File: src/rtl/vca_pkg.sv
// Package of the voice channel allocator: request and result transfer types,
// register indexes, sequencer states and fixed constants.
// No dependencies; every other file of the block imports it.
package vca_pkg;

  localparam int unsigned HINT_W   = 5;
  localparam int unsigned MASK_W   = 4;
  localparam int unsigned LEN_W    = 24;
  localparam int unsigned VOL_W    = 8;
  localparam int unsigned RATE_W   = 15;
  localparam int unsigned CLOCK_W  = 22;
  localparam int unsigned OVOL_W   = 7;
  localparam int unsigned PLAY_W   = 16;
  localparam int unsigned SERIAL_W = 32;
  localparam int unsigned CFG_W    = 22;
  localparam int unsigned HW_VOICES = 4;

  localparam logic [VOL_W-1:0]   FULL_MIX      = 8'd128;
  localparam logic [OVOL_W-1:0]  MAX_HW_VOL    = 7'd64;
  localparam logic [CLOCK_W-1:0] MIN_PERIOD    = 22'd124;
  localparam logic [RATE_W-1:0]  RATE_RESET    = 15'd22050;
  localparam logic [CLOCK_W-1:0] CLOCK_RESET   = 22'd3546895;

  typedef struct packed {
    logic signed [HINT_W-1:0] requested_channel;
    logic [MASK_W-1:0]        idle_mask;
    logic                     music_on;
    logic [LEN_W-1:0]         sound_length;
  } req_t;

  typedef struct packed {
    logic                 accepted;
    logic [1:0]           hw_channel;
    logic [OVOL_W-1:0]    out_volume;
    logic [CLOCK_W-1:0]   out_period;
    logic [PLAY_W-1:0]    play_length;
    logic                 was_cut;
  } res_t;

  typedef enum logic [2:0] {
    REG_MASTER_VOL  = 3'd0,
    REG_CHAN_VOL_0  = 3'd1,
    REG_CHAN_VOL_1  = 3'd2,
    REG_CHAN_VOL_2  = 3'd3,
    REG_CHAN_VOL_3  = 3'd4,
    REG_SAMPLE_RATE = 3'd5,
    REG_AUDIO_CLOCK = 3'd6
  } cfg_reg_e;

  typedef enum logic [1:0] {
    ST_IDLE,
    ST_RUN,
    ST_MUL,
    ST_EMIT
  } vca_state_e;

endpackage

File: src/rtl/voice_channel_allocator.sv
// Voice channel allocator. An accepted request passes through the bit-serial
// period divider, a state that sees it and the voice scan finish, the volume
// product and the load of the result into the output register; a rejected one
// goes straight to the load, which waits while the output register is full and
// not being emptied. One request at a time: a new one is taken only when idle.
// Reset clears the configuration registers to defaults, start serials to zero.
module voice_channel_allocator #(
  parameter int unsigned CHANNELS    = 4,
  parameter int unsigned STAGE_BYTES = 32768
) (
  input  logic                         clk_i,
  input  logic                         rst_ni,
  input  logic                         cfg_valid_i,
  output logic                         cfg_ready_o,
  input  logic [2:0]                   cfg_index_i,
  input  logic [vca_pkg::CFG_W-1:0]    cfg_data_i,
  input  logic                         in_valid_i,
  output logic                         in_ready_o,
  input  vca_pkg::req_t                in_data_i,
  output logic                         out_valid_o,
  input  logic                         out_ready_i,
  output vca_pkg::res_t                out_data_o
);
  import vca_pkg::*;

  localparam int unsigned VW        = $clog2(CHANNELS);
  // The staging size is capped so that the even length fits the result field.
  localparam int unsigned STAGE_CAP = (STAGE_BYTES > 65535) ? 65535 : STAGE_BYTES;

  // Configuration registers. Writes must only be made while the block is idle;
  // the block does not enforce it, and the datapath reads them directly.
  logic [VOL_W-1:0]   master_q;
  logic [VOL_W-1:0]   chan_vol_q [HW_VOICES];
  logic [RATE_W-1:0]  rate_q;
  logic [CLOCK_W-1:0] clock_q;

  vca_state_e         state_q, state_d;
  logic               in_xfer;
  logic [LEN_W-1:0]   clamped;
  logic               cut;
  logic               reject;
  logic [PLAY_W-1:0]  len_q;
  logic               cut_q;
  logic               rej_q;
  logic [2*VOL_W-1:0] prod_q, prod_d;
  logic               out_valid_q, out_valid_d;
  res_t               out_q, out_d;
  logic               commit;

  logic               unit_start;
  logic               div_busy;
  logic [CLOCK_W-1:0] quotient;
  logic [RATE_W-1:0]  rate_eff;
  logic               scan_busy;
  logic [VW-1:0]      voice;
  logic [1:0]         hw2;
  logic               voice_hw;
  logic [VOL_W-1:0]   cv;
  logic [VOL_W-1:0]   vol_raw;
  logic [OVOL_W-1:0]  vol;
  logic [CLOCK_W-1:0] period;

  // ---------------------------------------------------------------------------
  // Configuration port: always ready, index values past the list are dropped.
  // ---------------------------------------------------------------------------
  assign cfg_ready_o = 1'b1;

  always_ff @(posedge clk_i or negedge rst_ni) begin
    if (!rst_ni) begin
      master_q <= FULL_MIX;
      for (int i = 0; i < HW_VOICES; i++) begin
        chan_vol_q[i] <= FULL_MIX;
      end
      rate_q  <= RATE_RESET;
      clock_q <= CLOCK_RESET;
    end else if (cfg_valid_i && cfg_ready_o) begin
      case (cfg_reg_e'(cfg_index_i))
        REG_MASTER_VOL:  master_q      <= cfg_data_i[VOL_W-1:0];
        REG_CHAN_VOL_0:  chan_vol_q[0] <= cfg_data_i[VOL_W-1:0];
        REG_CHAN_VOL_1:  chan_vol_q[1] <= cfg_data_i[VOL_W-1:0];
        REG_CHAN_VOL_2:  chan_vol_q[2] <= cfg_data_i[VOL_W-1:0];
        REG_CHAN_VOL_3:  chan_vol_q[3] <= cfg_data_i[VOL_W-1:0];
        REG_SAMPLE_RATE: rate_q        <= cfg_data_i[RATE_W-1:0];
        REG_AUDIO_CLOCK: clock_q       <= cfg_data_i[CLOCK_W-1:0];
        default: ;
      endcase
    end
  end

  // ---------------------------------------------------------------------------
  // Request intake. The length is clamped to the staging size and made even;
  // a clamped length below two rejects it without starting the divider or scan.
  // ---------------------------------------------------------------------------
  assign in_ready_o = (state_q == ST_IDLE);
  assign in_xfer    = in_valid_i && in_ready_o;

  assign cut     = in_data_i.sound_length > LEN_W'(STAGE_CAP);
  assign clamped = cut ? LEN_W'(STAGE_CAP) : in_data_i.sound_length;
  assign reject  = clamped < LEN_W'(2);

  always_ff @(posedge clk_i) begin
    if (in_xfer) begin
      len_q <= {clamped[PLAY_W-1:1], 1'b0};
      cut_q <= cut;
      rej_q <= reject;
    end
  end

  assign unit_start = in_xfer && !reject;

  // A rate of zero divides as one, so the period is then the clock itself.
  assign rate_eff = (rate_q == '0) ? RATE_W'(1) : rate_q;

  vca_div u_div (
    .clk_i      (clk_i),
    .rst_ni     (rst_ni),
    .start_i    (unit_start),
    .dividend_i (clock_q),
    .divisor_i  (rate_eff),
    .busy_o     (div_busy),
    .quotient_o (quotient)
  );

  vca_scan #(
    .CHANNELS (CHANNELS)
  ) u_scan (
    .clk_i    (clk_i),
    .rst_ni   (rst_ni),
    .start_i  (unit_start),
    .hint_i   (in_data_i.requested_channel),
    .mask_i   (in_data_i.idle_mask),
    .music_i  (in_data_i.music_on),
    .commit_i (commit),
    .busy_o   (scan_busy),
    .voice_o  (voice)
  );

  // ---------------------------------------------------------------------------
  // Volume: channel volume times master volume, scaled down by 256 in total
  // (two divisions by 128 with a factor of 64 between them), capped at 64.
  // Voices without a volume register play at full channel volume.
  // ---------------------------------------------------------------------------
  assign hw2      = 2'(voice);
  assign voice_hw = 32'(voice) < 32'(HW_VOICES);
  assign cv       = voice_hw ? chan_vol_q[hw2] : FULL_MIX;
  assign prod_d   = (state_q == ST_MUL) ? cv * master_q : prod_q;
  assign vol_raw  = prod_q[2*VOL_W-1:VOL_W];
  assign vol      = (vol_raw > VOL_W'(MAX_HW_VOL)) ? MAX_HW_VOL : vol_raw[OVOL_W-1:0];
  assign period   = (quotient < MIN_PERIOD) ? MIN_PERIOD : quotient;

  always_ff @(posedge clk_i) begin
    prod_q <= prod_d;
  end

  // ---------------------------------------------------------------------------
  // Sequencer. The result is loaded into the output register once that is free
  // or being emptied in the same cycle; only an accepted load commits a serial.
  // ---------------------------------------------------------------------------
  always_comb begin
    state_d     = state_q;
    out_valid_d = out_valid_q;
    out_d       = out_q;
    commit      = 1'b0;
    if (out_valid_q && out_ready_i) begin
      out_valid_d = 1'b0;
    end
    case (state_q)
      ST_IDLE: begin
        if (in_xfer) begin
          state_d = reject ? ST_EMIT : ST_RUN;
        end
      end
      ST_RUN: begin
        if (!div_busy && !scan_busy) begin
          state_d = ST_MUL;
        end
      end
      ST_MUL: begin
        state_d = ST_EMIT;
      end
      ST_EMIT: begin
        if (!out_valid_q || out_ready_i) begin
          out_valid_d = 1'b1;
          if (rej_q) begin
            out_d = '0;
          end else begin
            out_d.accepted    = 1'b1;
            out_d.hw_channel  = hw2;
            out_d.out_volume  = vol;
            out_d.out_period  = period;
            out_d.play_length = len_q;
            out_d.was_cut     = cut_q;
            commit            = 1'b1;
          end
          state_d = ST_IDLE;
        end
      end
      default: begin
        state_d = ST_IDLE;
      end
    endcase
  end

  always_ff @(posedge clk_i or negedge rst_ni) begin
    if (!rst_ni) begin
      state_q     <= ST_IDLE;
      out_valid_q <= 1'b0;
    end else begin
      state_q     <= state_d;
      out_valid_q <= out_valid_d;
    end
  end

  always_ff @(posedge clk_i) begin
    out_q <= out_d;
  end

  assign out_valid_o = out_valid_q;
  assign out_data_o  = out_q;

  // ---------------------------------------------------------------------------
  // Checks.
  // ---------------------------------------------------------------------------
  // Neither shared unit may still be working when a new request can be taken.
  assert property (@(posedge clk_i) disable iff (!rst_ni)
    in_ready_o |-> (!div_busy && !scan_busy))
    else $error("arithmetic unit busy while the block is ready");

  // A started sound carries a legal period, an even length and a capped volume.
  assert property (@(posedge clk_i) disable iff (!rst_ni)
    (out_valid_o && out_data_o.accepted) |->
      (out_data_o.out_period >= MIN_PERIOD && !out_data_o.play_length[0]
       && out_data_o.out_volume <= MAX_HW_VOL))
    else $error("accepted result out of range");

  // A rejected request yields an all-zero result.
  assert property (@(posedge clk_i) disable iff (!rst_ni)
    (out_valid_o && !out_data_o.accepted) |-> (out_data_o == '0))
    else $error("rejected result not cleared");

  // The serial store only moves when a result is loaded for transfer.
  assert property (@(posedge clk_i) disable iff (!rst_ni)
    commit |=> out_valid_o)
    else $error("serial committed without a result");

endmodule

File: src/rtl/vca_div.sv
// Iterative restoring divider: one quotient bit per cycle, shared subtractor.
// Computes the sample period as audio clock over sample rate; uses vca_pkg.
module vca_div (
  input  logic                          clk_i,
  input  logic                          rst_ni,
  input  logic                          start_i,
  input  logic [vca_pkg::CLOCK_W-1:0]   dividend_i,
  input  logic [vca_pkg::RATE_W-1:0]    divisor_i,
  output logic                          busy_o,
  output logic [vca_pkg::CLOCK_W-1:0]   quotient_o
);
  import vca_pkg::*;

  localparam int unsigned CNT_W = $clog2(CLOCK_W + 1);

  logic                busy_q, busy_d;
  logic [CNT_W-1:0]    cnt_q, cnt_d;
  logic [CLOCK_W-1:0]  quo_q, quo_d;
  logic [RATE_W-1:0]   rem_q, rem_d;
  logic [RATE_W-1:0]   div_q, div_d;
  logic [RATE_W:0]     shifted;
  logic [RATE_W+1:0]   diff;

  // The shifted partial remainder is one bit wider than the divisor; the top
  // bit of the difference is the borrow.
  assign shifted = {rem_q, quo_q[CLOCK_W-1]};
  assign diff    = {1'b0, shifted} - {2'b00, div_q};

  always_comb begin
    busy_d = busy_q;
    cnt_d  = cnt_q;
    quo_d  = quo_q;
    rem_d  = rem_q;
    div_d  = div_q;
    if (start_i) begin
      busy_d = 1'b1;
      cnt_d  = CNT_W'(CLOCK_W);
      quo_d  = dividend_i;
      rem_d  = '0;
      div_d  = divisor_i;
    end else if (busy_q) begin
      if (diff[RATE_W+1]) begin
        rem_d = shifted[RATE_W-1:0];
        quo_d = {quo_q[CLOCK_W-2:0], 1'b0};
      end else begin
        rem_d = diff[RATE_W-1:0];
        quo_d = {quo_q[CLOCK_W-2:0], 1'b1};
      end
      cnt_d = cnt_q - CNT_W'(1);
      if (cnt_q == CNT_W'(1)) begin
        busy_d = 1'b0;
      end
    end
  end

  always_ff @(posedge clk_i or negedge rst_ni) begin
    if (!rst_ni) begin
      busy_q <= 1'b0;
      cnt_q  <= '0;
    end else begin
      busy_q <= busy_d;
      cnt_q  <= cnt_d;
    end
  end

  always_ff @(posedge clk_i) begin
    quo_q <= quo_d;
    rem_q <= rem_d;
    div_q <= div_d;
  end

  assign busy_o     = busy_q;
  assign quotient_o = quo_q;

endmodule

File: src/rtl/vca_scan.sv
// Voice selection: start serials, serial counter and a one-voice-per-cycle
// scan with a shared serial comparator. Uses vca_pkg.
module vca_scan #(
  parameter int unsigned CHANNELS = 4
) (
  input  logic                               clk_i,
  input  logic                               rst_ni,
  input  logic                               start_i,
  input  logic signed [vca_pkg::HINT_W-1:0]  hint_i,
  input  logic [vca_pkg::MASK_W-1:0]         mask_i,
  input  logic                               music_i,
  input  logic                               commit_i,
  output logic                               busy_o,
  output logic [$clog2(CHANNELS)-1:0]        voice_o
);
  import vca_pkg::*;

  localparam int unsigned VW = $clog2(CHANNELS);

  logic [SERIAL_W-1:0] serial_q [CHANNELS];
  logic [SERIAL_W-1:0] counter_q, counter_d;
  logic                busy_q, busy_d;
  logic [VW-1:0]       cursor_q, cursor_d;
  logic [VW-1:0]       last_q, last_d;
  logic [VW-1:0]       best_idx_q, best_idx_d;
  logic [VW-1:0]       voice_q, voice_d;
  logic [SERIAL_W-1:0] best_q, best_d;
  logic [MASK_W-1:0]   mask_q, mask_d;
  logic [CHANNELS-1:0] idle_vec;
  logic [VW-1:0]       last_start;
  logic                hint_ok;
  logic                older;

  // Voices beyond the four with an idle bit always count as busy.
  for (genvar i = 0; i < CHANNELS; i++) begin : g_idle
    if (i < HW_VOICES) begin : g_hw
      assign idle_vec[i] = mask_q[i];
    end else begin : g_none
      assign idle_vec[i] = 1'b0;
    end
  end

  assign last_start = music_i ? VW'(1) : VW'(CHANNELS - 1);
  assign hint_ok    = !hint_i[HINT_W-1]
                    && ({1'b0, hint_i[HINT_W-2:0]} <= HINT_W'(last_start))
                    && (hint_i[HINT_W-2:2] == '0)
                    && mask_i[hint_i[1:0]];
  assign older      = serial_q[cursor_q] < best_q;
  assign counter_d  = counter_q + SERIAL_W'(1);

  always_comb begin
    busy_d     = busy_q;
    cursor_d   = cursor_q;
    last_d     = last_q;
    best_idx_d = best_idx_q;
    best_d     = best_q;
    voice_d    = voice_q;
    mask_d     = mask_q;
    if (start_i) begin
      mask_d     = mask_i;
      last_d     = last_start;
      cursor_d   = '0;
      best_d     = '1;
      best_idx_d = '0;
      if (hint_ok) begin
        voice_d = VW'(hint_i[HINT_W-2:0]);
      end else begin
        busy_d = 1'b1;
      end
    end else if (busy_q) begin
      if (idle_vec[cursor_q]) begin
        voice_d = cursor_q;
        busy_d  = 1'b0;
      end else begin
        if (older) begin
          best_d     = serial_q[cursor_q];
          best_idx_d = cursor_q;
        end
        if (cursor_q == last_q) begin
          voice_d = older ? cursor_q : best_idx_q;
          busy_d  = 1'b0;
        end else begin
          cursor_d = cursor_q + VW'(1);
        end
      end
    end
  end

  always_ff @(posedge clk_i or negedge rst_ni) begin
    if (!rst_ni) begin
      busy_q    <= 1'b0;
      counter_q <= '0;
      for (int i = 0; i < CHANNELS; i++) begin
        serial_q[i] <= '0;
      end
    end else begin
      busy_q <= busy_d;
      if (commit_i) begin
        counter_q         <= counter_d;
        serial_q[voice_q] <= counter_d;
      end
    end
  end

  always_ff @(posedge clk_i) begin
    cursor_q   <= cursor_d;
    last_q     <= last_d;
    best_idx_q <= best_idx_d;
    best_q     <= best_d;
    voice_q    <= voice_d;
    mask_q     <= mask_d;
  end

  assign busy_o  = busy_q;
  assign voice_o = voice_q;

endmodule

File: config.mk
export PLATFORM = sky130hd
export DESIGN_NAME = voice_channel_allocator
export DESIGN_NICKNAME = d
export VERILOG_FILES = /design/src/rtl/vca_pkg.sv /design/src/rtl/voice_channel_allocator.sv /design/src/rtl/vca_div.sv /design/src/rtl/vca_scan.sv
export SDC_FILE = /design/constraint.sdc
export NUM_CORES = 1
export LEC_CHECK = 0
export BUFFER_PORTS_ARGS = -buffer_cell sky130_fd_sc_hd__buf_2
export CAP_MARGIN = 5
export CORE_ASPECT_RATIO = 1.25
export CORE_UTILIZATION = 45
export DETAILED_ROUTE_END_ITERATION = 8
export GPL_ROUTABILITY_DRIVEN = 0
export GPL_TIMING_DRIVEN = 0
export SLEW_MARGIN = 20
export SYNTH_ARGS = -nofsm -noshare
export SYNTH_HDL_FRONTEND = slang
export SYNTH_SLANG_ARGS = --single-unit
File: constraint.sdc
create_clock -name clk_i -period 10.4 [get_ports clk_i]
set_input_delay 0.52 -clock clk_i [delete_from_list [all_inputs] [get_ports clk_i]]
set_output_delay 0.52 -clock clk_i [all_outputs]
set_load 0.03 [all_outputs]
==> results of run 1 <==
report_power, final:
part | leakage [nW] | switching [mW] | internal, mW
sequential | 4.67 | 0.249 | 2.26
clock | 0.697 | 0.646 | 0.868
combinational | 5.07 | 1.73 | 1.25
metal layers:
layer,vias up,wire length (um)
li1,6764,-
met1,7138,20300
met2,264,25900
met3,96,1710
met4,0,1590
met5,-,0
cells by family (layout without fill, tap and decap cells):
family          after synthesis  in the layout  share of synthesized area
buf+inv                     222            418                     0.0431
other cells                   2              2                   0.000361
flops                       415            415                      0.516
compound gates              282            282                     0.0797
mux                         156            156                      0.106
fa+ha+maj                   123            123                     0.0870
xor+xnor                     80             80                     0.0337
simple gates                568            568                      0.134
path summary, 6_finish.rpt:
check                      cells after the start                               end  slack [ns]                           from
max in group asynchronous                      3            clock_q[3]$_DFFE_PN1P_        8.96                         rst_ni
hold / removal                                 1      u_scan.idle_vec[3]$_DFFE_PP_        0.15                  in_data_i[28]
setup reg to reg                              17              prod_q[12]$_DFFE_PP_        4.39    u_scan.voice_o[0]$_DFFE_PP_
setup / recovery                              17              prod_q[12]$_DFFE_PP_        4.39    u_scan.voice_o[0]$_DFFE_PP_
hold reg to reg                                2     u_scan.best_q[3]$_SDFFE_PP1P_        0.47  u_scan.best_q[3]$_SDFFE_PP1P_
min in group asynchronous                      2  u_scan.counter_q[12]$_DFFE_PN0P_        0.54                         rst_ni
layout make-up:
cell class	count	area, sq um	share of cell area
tap	578	723	0.0306
sequential	415	10700	0.455
multi-input combinational	1211	9190	0.389
buffer	106	462	0.0195
timing repair buffer	116	678	0.0287
clock buffer	65	1300	0.0551
inverter	116	435	0.0184
clock inverter	15	88.8	0.00376
flip-flops by register name (all words and copies together), names as in the netlist, 4 cells and up:
name / flops
u_scan.best_q: 32
prod_q: 8
len_q: 15
out_data_o: 48
u_div.rem_q: 15
rate_q: 15
u_div.cnt_q: 5
u_scan.counter_q: 32
master_q: 8
clock_q: 22
u_div.quotient_o: 22
u_scan.serial_q: 128
u_scan.idle_vec: 4
u_div.div_q: 15
chan_vol_q: 32
worst max-delay path, delay by kind of cell (launching register included):
kind | cells | cell delay, ns
XOR/XNOR | 1 | 0.09
flip-flops | 1 | 0.55
adder cells (fa/ha/maj) | 5 | 2.20
buffers and inverters | 3 | 0.79
AO/OA/AOI/OAI | 1 | 0.20
multiplexers | 1 | 0.69
AND/OR/NAND/NOR | 6 | 1.22
what timing repair did:
action                     4_1_cts  5_1_grt
setup endpoints to repair        0        0
hold buffers                     1        0
resized for setup                0        0
hold endpoints to repair        49        0
metrics by stage:
stage	total power [mW]	cell area [sq um]	setup WS, ns	std cells	utilization
after floorplan	4.74	20800	5.17	1848	-
after global placement	5.44	22100	4.28	2537	0.487
after detailed placement	5.54	22200	4.30	2541	0.490
after CTS	7.08	23600	4.29	2622	0.520
after global routing	7.55	23600	3.93	2622	0.520
final	7.00	23600	4.39	2622	0.520
cell usage in the layout (no fill, tap or decap), types with 8 or more instances in the layout:
cell | netlist | layout
nor3_2 | 7 | 9
mux2i_1 | 14 | 14
clkbuf_8 | 0 | 8
buf_2 | 10 | 120
clkinv_2 | 0 | 12
dfstp_2 | 24 | 24
and3_1 | 25 | 25
inv_1 | 115 | 114
nor2_1 | 107 | 106
mux2_2 | 101 | 101
nor4_1 | 16 | 16
clkbuf_16 | 0 | 46
buf_1 | 13 | 13
and2_1 | 76 | 76
nand3_1 | 30 | 30
a21o_1 | 13 | 13
a31oi_1 | 38 | 38
nor3_1 | 44 | 42
clkbuf_1 | 74 | 84
nand4_1 | 20 | 20
nand2_1 | 186 | 186
xor2_1 | 23 | 23
o21ai_0 | 87 | 87
nor2b_1 | 27 | 27
dfrtp_1 | 223 | 223
mux4_2 | 41 | 41
edfxtp_1 | 117 | 117
ha_1 | 87 | 87
xnor2_1 | 57 | 57
a21oi_1 | 99 | 99
dfxtp_1 | 51 | 51
fa_1 | 36 | 36
==> run_results.csv, run 1 <==
group,metric,value,unit
floorplan,coreArea,0.0454,sq mm
drt,drc,0,
worst_setup_path,end_kind,"flop",
timing,whs,0.150,ns
timing,finalCriticalPeriod,6.01,ns
global_route,grt_pass1_vias,14800,
global_route,grt.overflow.total,0,
layout,final_nets,2196,
floorplan,die_w,194,um
synth,synth.largest_area_cell,"dfrtp_1",
floorplan,dieArea,0.0471,sq mm
power,power.leakage,10.4,nW
synth,synth-edff-count,117,
synth,yosysMostFrequentCell,"dfrtp_1",
timing,tightest_slew,0.923,ns
timing,fin_crit_sh,0.578,
drt,routedWlPerCell,18.9,um
worst_setup_path,critical_path_arrival,6.32,ns
cts,root_buffer,"clkbuf_16",
cts,cts_buffer_depth,3,
cts,insertion_delay,0.57,ns
place,port_buffers,111,
timing,report.final.slew_viol_count,0,
worst_setup_path,cp.required,10.71,ns
synth,ys.warnings.count,0,
synth,yosys_register_bits,415,
run,maxCapViolCount,0,
global_route,grt.met1_usage,0.259,
synth,yosys-top-cells-area,"dfrtp_1, edfxtp_1, mux2_2",
drt,vias,14300,
layout,fillers,4056,
worst_hold_path,hp-class,"in -> reg",
synth,ys.flop_type,"dfrtp_1",
worst_setup_path,cp_slowest_cell,"buf_1",
layout,area_delta_synth_final,13.5,%
drt,first_pass_iters,5,
drt,first_iter_violations,726,
cts,clkTransAtPathRegs,0.06,ns
synth,syn_area,0.0208,sq mm
timing,fin_tns_setup,0,ns
cts,numCtsBuffers,43,
drt,ant_nets,0,
timing,rsz0062_at_grt,"no",
floorplan,fp.dieH,242,um
power,power_density,296,mW/mm^2
worst_setup_path,worstSetupPathType,"reg -> reg",
layout,drive_above_1_share,0.193,
synth,syn_inst,1848,
global_route,met2_usage,0.393,
synth,ys_types,65,
cts,htreeDepth,2,
global_route,met3_usage,0.0283,
floorplan,io_pins,116,
synth,ys_seq_area_frac,0.516,
floorplan,rows,87,
global_route,grt_max_degree,93,
global_route,antenna_found_initial,0,
global_route,grt_pass1_wl,80100,um
synth,synth_commonest_cells,"dfrtp_1, nand2_1, edfxtp_1",
timing,max_freq,0.166,GHz
worst_setup_path,path_cells,"buf_1 > mux4_2 > and2_1 > fa_1 > fa_1 > inv_1 > fa_1 > inv_1 > fa_1 > ha_1 > and4b_1 > nand4_1 > nor3_1 > nor3_1 > nand2b_1 > o21ai_0 > xor2_1",
timing,finalSetupViolations,0,
timing,hold_viol_final,0,
synth,ys_async_sr_fraction,0.595,
synth,avgSynthCellArea,11.3,sq um
synth,syn_nets,2035,
drt,wl,49500,um
drt,viasPerCell,5.44,
timing,slew_headroom,0.384,
cts,cts.sinks,415,
outcome,status,"finished, final reports clean",
worst_setup_path,start_kind,"flop",
place,dp_hpwl,36000,um
timing,finalClockSkew,0.0184,ns
worst_setup_path,crit_fanout,10,
worst_setup_path,critPathMostFrequentCell,"fa_1",
worst_setup_path,cp_slowest_stage_delay,0.69,ns
layout,antenna-diode-count,0,
global_route,track_usage,0.216,
synth,synth_top_cell_area_share,0.268,
floorplan,start_util,0.458,
cts,cts_tree,"yes",
power,ir_worst_vdd,0.000134,V
cts,post_cts_buffers,0,
global_route,grt.busiest_layer,"met2",
Power figures use the tool's default switching activity.
==> run 2: changes to the inputs <==
- clock period: 10.4 -> 5.1 ns (I/O delays scaled with it)
==> run_results.csv, run 2 (same netlist as run 1, synthesis figures left out) <==
group,metric,value,unit
outcome,status,"finished, final reports clean",
layout,largest_reg_flops,128,
cts,numCtsBuffers,43,
worst_setup_path,start_kind,"flop",
worst_setup_path,timing.rr.start,"u_scan.voice_o[0]$_DFFE_PP_",
power,power.leakage,10.7,nW
timing,fin_crit_sh,0.979,
timing,finalClockSkew,0.0275,ns
timing,rsz0062_at_grt,"yes",
cts,cts_buffer_depth,3,
layout,fillers,4003,
place,place_inst,2543,
place,pre_cts_ws,-0.787,ns
floorplan,start_util,0.458,
floorplan,coreArea,0.0454,sq mm
layout,antenna-diode-count,0,
floorplan,die_w,194,um
worst_hold_path,hold_end,"len_q[12]$_DFFE_PP_",
worst_setup_path,path_buf_inv,3,
floorplan,fp.dieH,242,um
power,power,15.0,mW
drt,first_iter_violations,596,
drt,wl,49600,um
global_route,grt_pass1_wl,80500,um
worst_setup_path,r2r_cells,17,
worst_hold_path,whs_path_depth,2,
power,power_density,618,mW/mm^2
timing,finalCriticalPeriod,4.99,ns
worst_setup_path,cp_slowest_cell,"mux4_2",
layout,layout_common_cells,"dfrtp_1, nand2_1, buf_2",
layout,area_delta_synth_final,16.8,%
worst_setup_path,path_cells,"buf_6 > buf_4 > mux4_2 > and2_1 > fa_2 > fa_1 > ha_1 > fa_1 > ha_1 > and4b_1 > nand4_1 > nor3_4 > nor3_4 > buf_4 > nor2_1 > nor2_1 > xnor2_1",
global_route,antenna_found_initial,0,
worst_setup_path,worstSetupPathType,"reg -> reg",
timing,slew_headroom,0.340,
worst_hold_path,hp-class,"in -> reg",
layout,drive_above_1_share,0.210,
layout,final_nets,2255,
worst_setup_path,path_delay_family,"adder cells",
cts,clkTransAtPathRegs,0.06,ns
worst_setup_path,cp.required,5.40,ns
global_route,track_usage,0.215,
drt,viasPerCell,5.40,
timing,report.final.slew_viol_count,0,
drt,vias,14500,
worst_setup_path,rrSetupSlack,0.11,ns
layout,largest_register,"u_scan.serial_q",
floorplan,rows,87,
layout,largest_registers,"u_scan.serial_q (128), out_data_o (48)",
timing,max_freq,0.200,GHz
timing,hold_viol_final,0,
place,dp_hpwl,35800,um
worst_setup_path,critical_path_arrival,5.29,ns
drt,routedWlPerCell,18.5,um
layout,stdcell_count,2681,
worst_setup_path,cp_slowest_stage_delay,0.56,ns
worst_hold_path,hp-start,"in_data_i[12]",
power,ir_worst_vdd,0.000472,V
worst_setup_path,r2r-end,"prod_q[11]$_DFFE_PP_",
layout,final_common_cell,"dfrtp_1",
timing,fin_tns_setup,0,ns
worst_setup_path,end_kind,"flop",
cts,insertion_delay,0.56,ns
cts,root_buffer,"clkbuf_16",
drt,first_pass_iters,5,
drt,ant_nets,0,
timing,finalSetupViolations,0,
cts,htreeDepth,2,
timing,tightest_slew,0.987,ns
floorplan,dieArea,0.0471,sq mm
global_route,grt_pass1_vias,15200,
global_route,grt_max_degree,74,
cts,cts_tree,"yes",
place,port_buffers,111,
worst_setup_path,crit_fanout,3,
run,maxCapViolCount,0,
timing,finalWorstSetupSlack,0.106,ns
cts,cts.sinks,415,
drt,drc,0,
global_route,grt.overflow.total,0,
floorplan,io_pins,116,
-- run 2: changes by cell type in the layout (fill, tap and decap cells not counted), moves of 3 or more --
cell / previous run / this run
o21ai_0: 87 / 84
and2_4: 0 / 5
clkinv_2: 12 / 4
ha_4: 0 / 4
clkbuf_1: 84 / 92
and2_1: 76 / 71
buf_4: 3 / 29
a21oi_1: 99 / 96
dlygate4sd3_1: 1 / 29
ha_1: 87 / 83
a21oi_2: 0 / 3
buf_6: 5 / 10
-- run 2: worst max path at each step --
stage | start | to | cells past startpoint
5_1_grt | u_scan.voice_o[0]$_DFFE_PP_ | prod_q[11]$_DFFE_PP_ | 18
3_3_place_gp | u_scan.voice_o[1]$_DFFE_PP_ | prod_q[12]$_DFFE_PP_ | 17
4_1_cts | u_scan.voice_o[0]$_DFFE_PP_ | prod_q[10]$_DFFE_PP_ | 16
3_5_place_dp | u_scan.voice_o[1]$_DFFE_PP_ | prod_q[14]$_DFFE_PP_ | 17
6_report | u_scan.voice_o[0]$_DFFE_PP_ | prod_q[11]$_DFFE_PP_ | 17
2_1_floorplan | u_scan.voice_o[0]$_DFFE_PP_ | prod_q[12]$_DFFE_PP_ | 17
-- run 2: per-stage QoR --
stage | cell area (sq um) | utilization | hold slack [ns]
6_report | 24300 | 0.535 | 0.0324
4_1_cts | 24100 | 0.531 | 0.00503
3_3_place_gp | 22100 | 0.487 | 0.452
3_5_place_dp | 22300 | 0.490 | 0.240
2_1_floorplan | 20800 | - | -0.0406
5_1_grt | 24300 | 0.535 | 0.0218
-- run 2: repair_timing --
action,4_1_cts,5_1_grt
hold buffers,29,0
gates resized for setup,20,20
setup endpoints to repair,8,6
endpoints found under the hold margin,100,0
pin swaps,4,20
setup buffers,16,13
-- run 2: final cells by class --
class | instances | area [sq um] | area share
sequential | 415 | 10700 | 0.442
multi-input combinational | 1211 | 9320 | 0.384
clock buffer | 71 | 1280 | 0.0528
timing repair buffer | 175 | 1230 | 0.0506
tap | 578 | 723 | 0.0298
buffer | 106 | 477 | 0.0196
inverter | 116 | 435 | 0.0179
clock inverter | 9 | 86.3 | 0.00355
-- run 2: worst register-to-register path: stages (launching register included) --
cell,delay (ns)
edfxtp_1,0.47
buf_6,0.16
buf_4,0.14
mux4_2,0.56
and2_1,0.21
fa_2,0.41
fa_1,0.48
ha_1,0.33
fa_1,0.50
ha_1,0.31
and4b_1,0.20
nand4_1,0.16
nor3_4,0.32
nor3_4,0.06
buf_4,0.15
nor2_1,0.11
nor2_1,0.06
xnor2_1,0.12
-- run 2: power by group --
part	switching (mW)	internal [mW]
clock	1.28	1.77
combinational	3.84	3.03
sequential	0.505	4.61
total	5.63	9.40
-- run 2: layer usage --
metal  wire, um  up-vias  GRT usage
met5          0        -          0
met4       1580        0     0.0761
met3       1780       86     0.0290
met2      25900      269      0.395
met1      20300     7243      0.254
li1           -     6881          -
==> run 3: changes to the inputs <==
--- a/config.mk
+++ b/config.mk
@@ -13,4 +13,5 @@
 export GPL_ROUTABILITY_DRIVEN = 0
 export GPL_TIMING_DRIVEN = 0
+export HOLD_SLACK_MARGIN = 0.02
 export SLEW_MARGIN = 20
 export SYNTH_ARGS = -nofsm -noshare
==> constraint.sdc (replaced) <==
create_clock -name clk_i -period 5.1 [get_ports clk_i]
set_input_delay 1.02 -clock clk_i [delete_from_list [all_inputs] [get_ports clk_i]]
set_output_delay 1.02 -clock clk_i [all_outputs]
set_load 0.03 [all_outputs]
==> run_results.csv, run 3 (same netlist as run 1, synthesis figures left out) <==
group,metric,value,unit
worst_setup_path,critical_path_arrival,5.30,ns
floorplan,rows,87,
worst_setup_path,start_kind,"flop",
timing,finalWorstSetupSlack,0.0990,ns
power,power.switching,5.62,mW
global_route,antenna_found_initial,0,
worst_setup_path,cp.required,5.39,ns
power,seqPwrFrac,0.341,
layout,antenna-diode-count,0,
global_route,met3_usage,0.0285,
layout,final_util,0.529,
cts,root_buffer,"clkbuf_16",
global_route,met2_usage,0.389,
drt,routedWlPerCell,18.5,um
layout,final_common_cell,"dfrtp_1",
timing,max_freq,0.200,GHz
floorplan,fp.dieH,242,um
layout,largest_register,"u_scan.serial_q",
timing,report.final.slew_viol_count,0,
place,place_area,0.0223,sq mm
power,p_sw_frac,0.374,
power,ir_worst_vdd,0.000472,V
worst_setup_path,end_kind,"flop",
layout,final_nets,2226,
layout,largest_registers,"u_scan.serial_q (128), out_data_o (48)",
timing,tightest_slew,1.00,ns
drt,viasPerCell,5.41,
timing,finalClockSkew,0.0271,ns
power,power.internal,9.39,mW
run,maxCapViolCount,0,
timing,fin_tns_setup,0,ns
worst_setup_path,cp_slowest_cell,"mux4_2",
cts,cts_tree,"yes",
place,port_buffers,111,
global_route,grt_pass1_vias,15100,
layout,design_area,0.0240,sq mm
floorplan,die_w,194,um
power,clkPwrFrac,0.203,
timing,hold_viol_final,0,
cts,cts.sinks,415,
layout,largest_reg_flops,128,
drt,drc,0,
worst_setup_path,crit_fanout,3,
cts,clkTransAtPathRegs,0.06,ns
worst_setup_path,cp_slowest_stage_delay,0.56,ns
timing,slew_headroom,0.331,
worst_setup_path,path_cells,"buf_6 > buf_4 > mux4_2 > and2_1 > fa_2 > fa_1 > ha_1 > fa_1 > ha_1 > and4b_1 > nand4_1 > nor3_4 > nor3_4 > buf_4 > nor2_1 > nor2_1 > xnor2_1",
timing,rsz0062_at_grt,"yes",
layout,multi_input_area,0.00932,sq mm
place,dp_hpwl,35800,um
cts,hold_buffers,0,
drt,wl,49000,um
layout,layout_common_cells,"dfrtp_1, nand2_1, buf_2",
layout,regArea,0.0107,sq mm
outcome,status,"finished, final reports clean",
floorplan,coreArea,0.0454,sq mm
floorplan,start_util,0.458,
cts,htreeDepth,2,
floorplan,io_pins,116,
worst_hold_path,hp-class,"in -> async",
worst_setup_path,r2r_cells,17,
floorplan,dieArea,0.0471,sq mm
cts,insertion_delay,0.56,ns
cts,cts_buffer_depth,3,
drt,ant_nets,0,
drt,first_pass_iters,5,
global_route,track_usage,0.212,
global_route,grt_pass1_wl,79800,um
drt,vias,14400,
power,power.leakage,10.6,nW
worst_setup_path,crit_cells,17,
global_route,grt.busiest_layer,"met2",
global_route,grt.met1_usage,0.253,
timing,finalCriticalPeriod,5.00,ns
worst_setup_path,path_buf_inv,3,
timing,whs,0.425,ns
layout,drive_above_1_share,0.213,
cts,numCtsBuffers,43,
power,p_comb_frac,0.456,
layout,area_delta_synth_final,15.4,%
drt,first_iter_violations,577,
worst_setup_path,path_delay_family,"adder cells",
power,power_density,625,mW/mm^2
timing,finalSetupViolations,0,
layout,fillers,4031,
place,pre_cts_ws,-0.787,ns
timing,fin_crit_sh,0.981,
worst_setup_path,worstSetupPathType,"reg -> reg",
global_route,grt.overflow.total,0,
global_route,grt_max_degree,74,
run 3: stage by stage:
step / total power, mW / std cells
2_1_floorplan: 9.68 / 1848
3_3_place_gp: 11.1 / 2537
3_5_place_dp: 11.3 / 2543
4_1_cts: 14.6 / 2639
5_1_grt: 16.1 / 2652
6_report: 15.0 / 2652
run 3: area by class of cell:
class                      instances  area share
tap                              578      0.0301
inverter                         116      0.0181
buffer                           106      0.0199
clock inverter                     9     0.00360
clock buffer                      71      0.0534
sequential                       415       0.448
timing repair buffer             146      0.0391
multi-input combinational       1211       0.388
run 3: worst paths after layout:
kind                                           startpoint                               end  slack [ns]
min                                                rst_ni  u_scan.counter_q[13]$_DFFE_PN0P_        0.43
min in group clk_i         u_scan.best_q[21]$_SDFFE_PP1P_    u_scan.best_q[21]$_SDFFE_PP1P_        0.47
max in group asynchronous                          rst_ni            clock_q[3]$_DFFE_PN1P_        3.29
max                           u_scan.voice_o[0]$_DFFE_PP_              prod_q[11]$_DFFE_PP_         0.1
max reg2reg                   u_scan.voice_o[0]$_DFFE_PP_              prod_q[11]$_DFFE_PP_         0.1
min reg2reg                u_scan.best_q[21]$_SDFFE_PP1P_    u_scan.best_q[21]$_SDFFE_PP1P_        0.47
run 3: power groups by stage:
stage / clock [mW] / combinational (mW) / sequential (mW)
after global placement: 0 / 5.92 / 5.15
after floorplan: 0 / 4.39 / 5.29
after CTS: 3.12 / 6.33 / 5.12
final: 3.05 / 6.84 / 5.11
after global routing: 3.24 / 7.67 / 5.22
after detailed placement: 0 / 6.09 / 5.18
run 3: layer usage:
layer	part of all wire	vias up	wire length (um)
met5	0	-	0
met1	0.41	7196	20100
li1	-	6819	-
met4	0.032	0	1570
met2	0.52	258	25700
met3	0.035	87	1720
run 3: repair_timing:
action                                  4_1_cts  5_1_grt
endpoints found under the setup margin        8        6
buffers inserted                             16       13
pin swaps                                     4       20
hold endpoints to repair                      0        0
gates resized for setup                      20       20
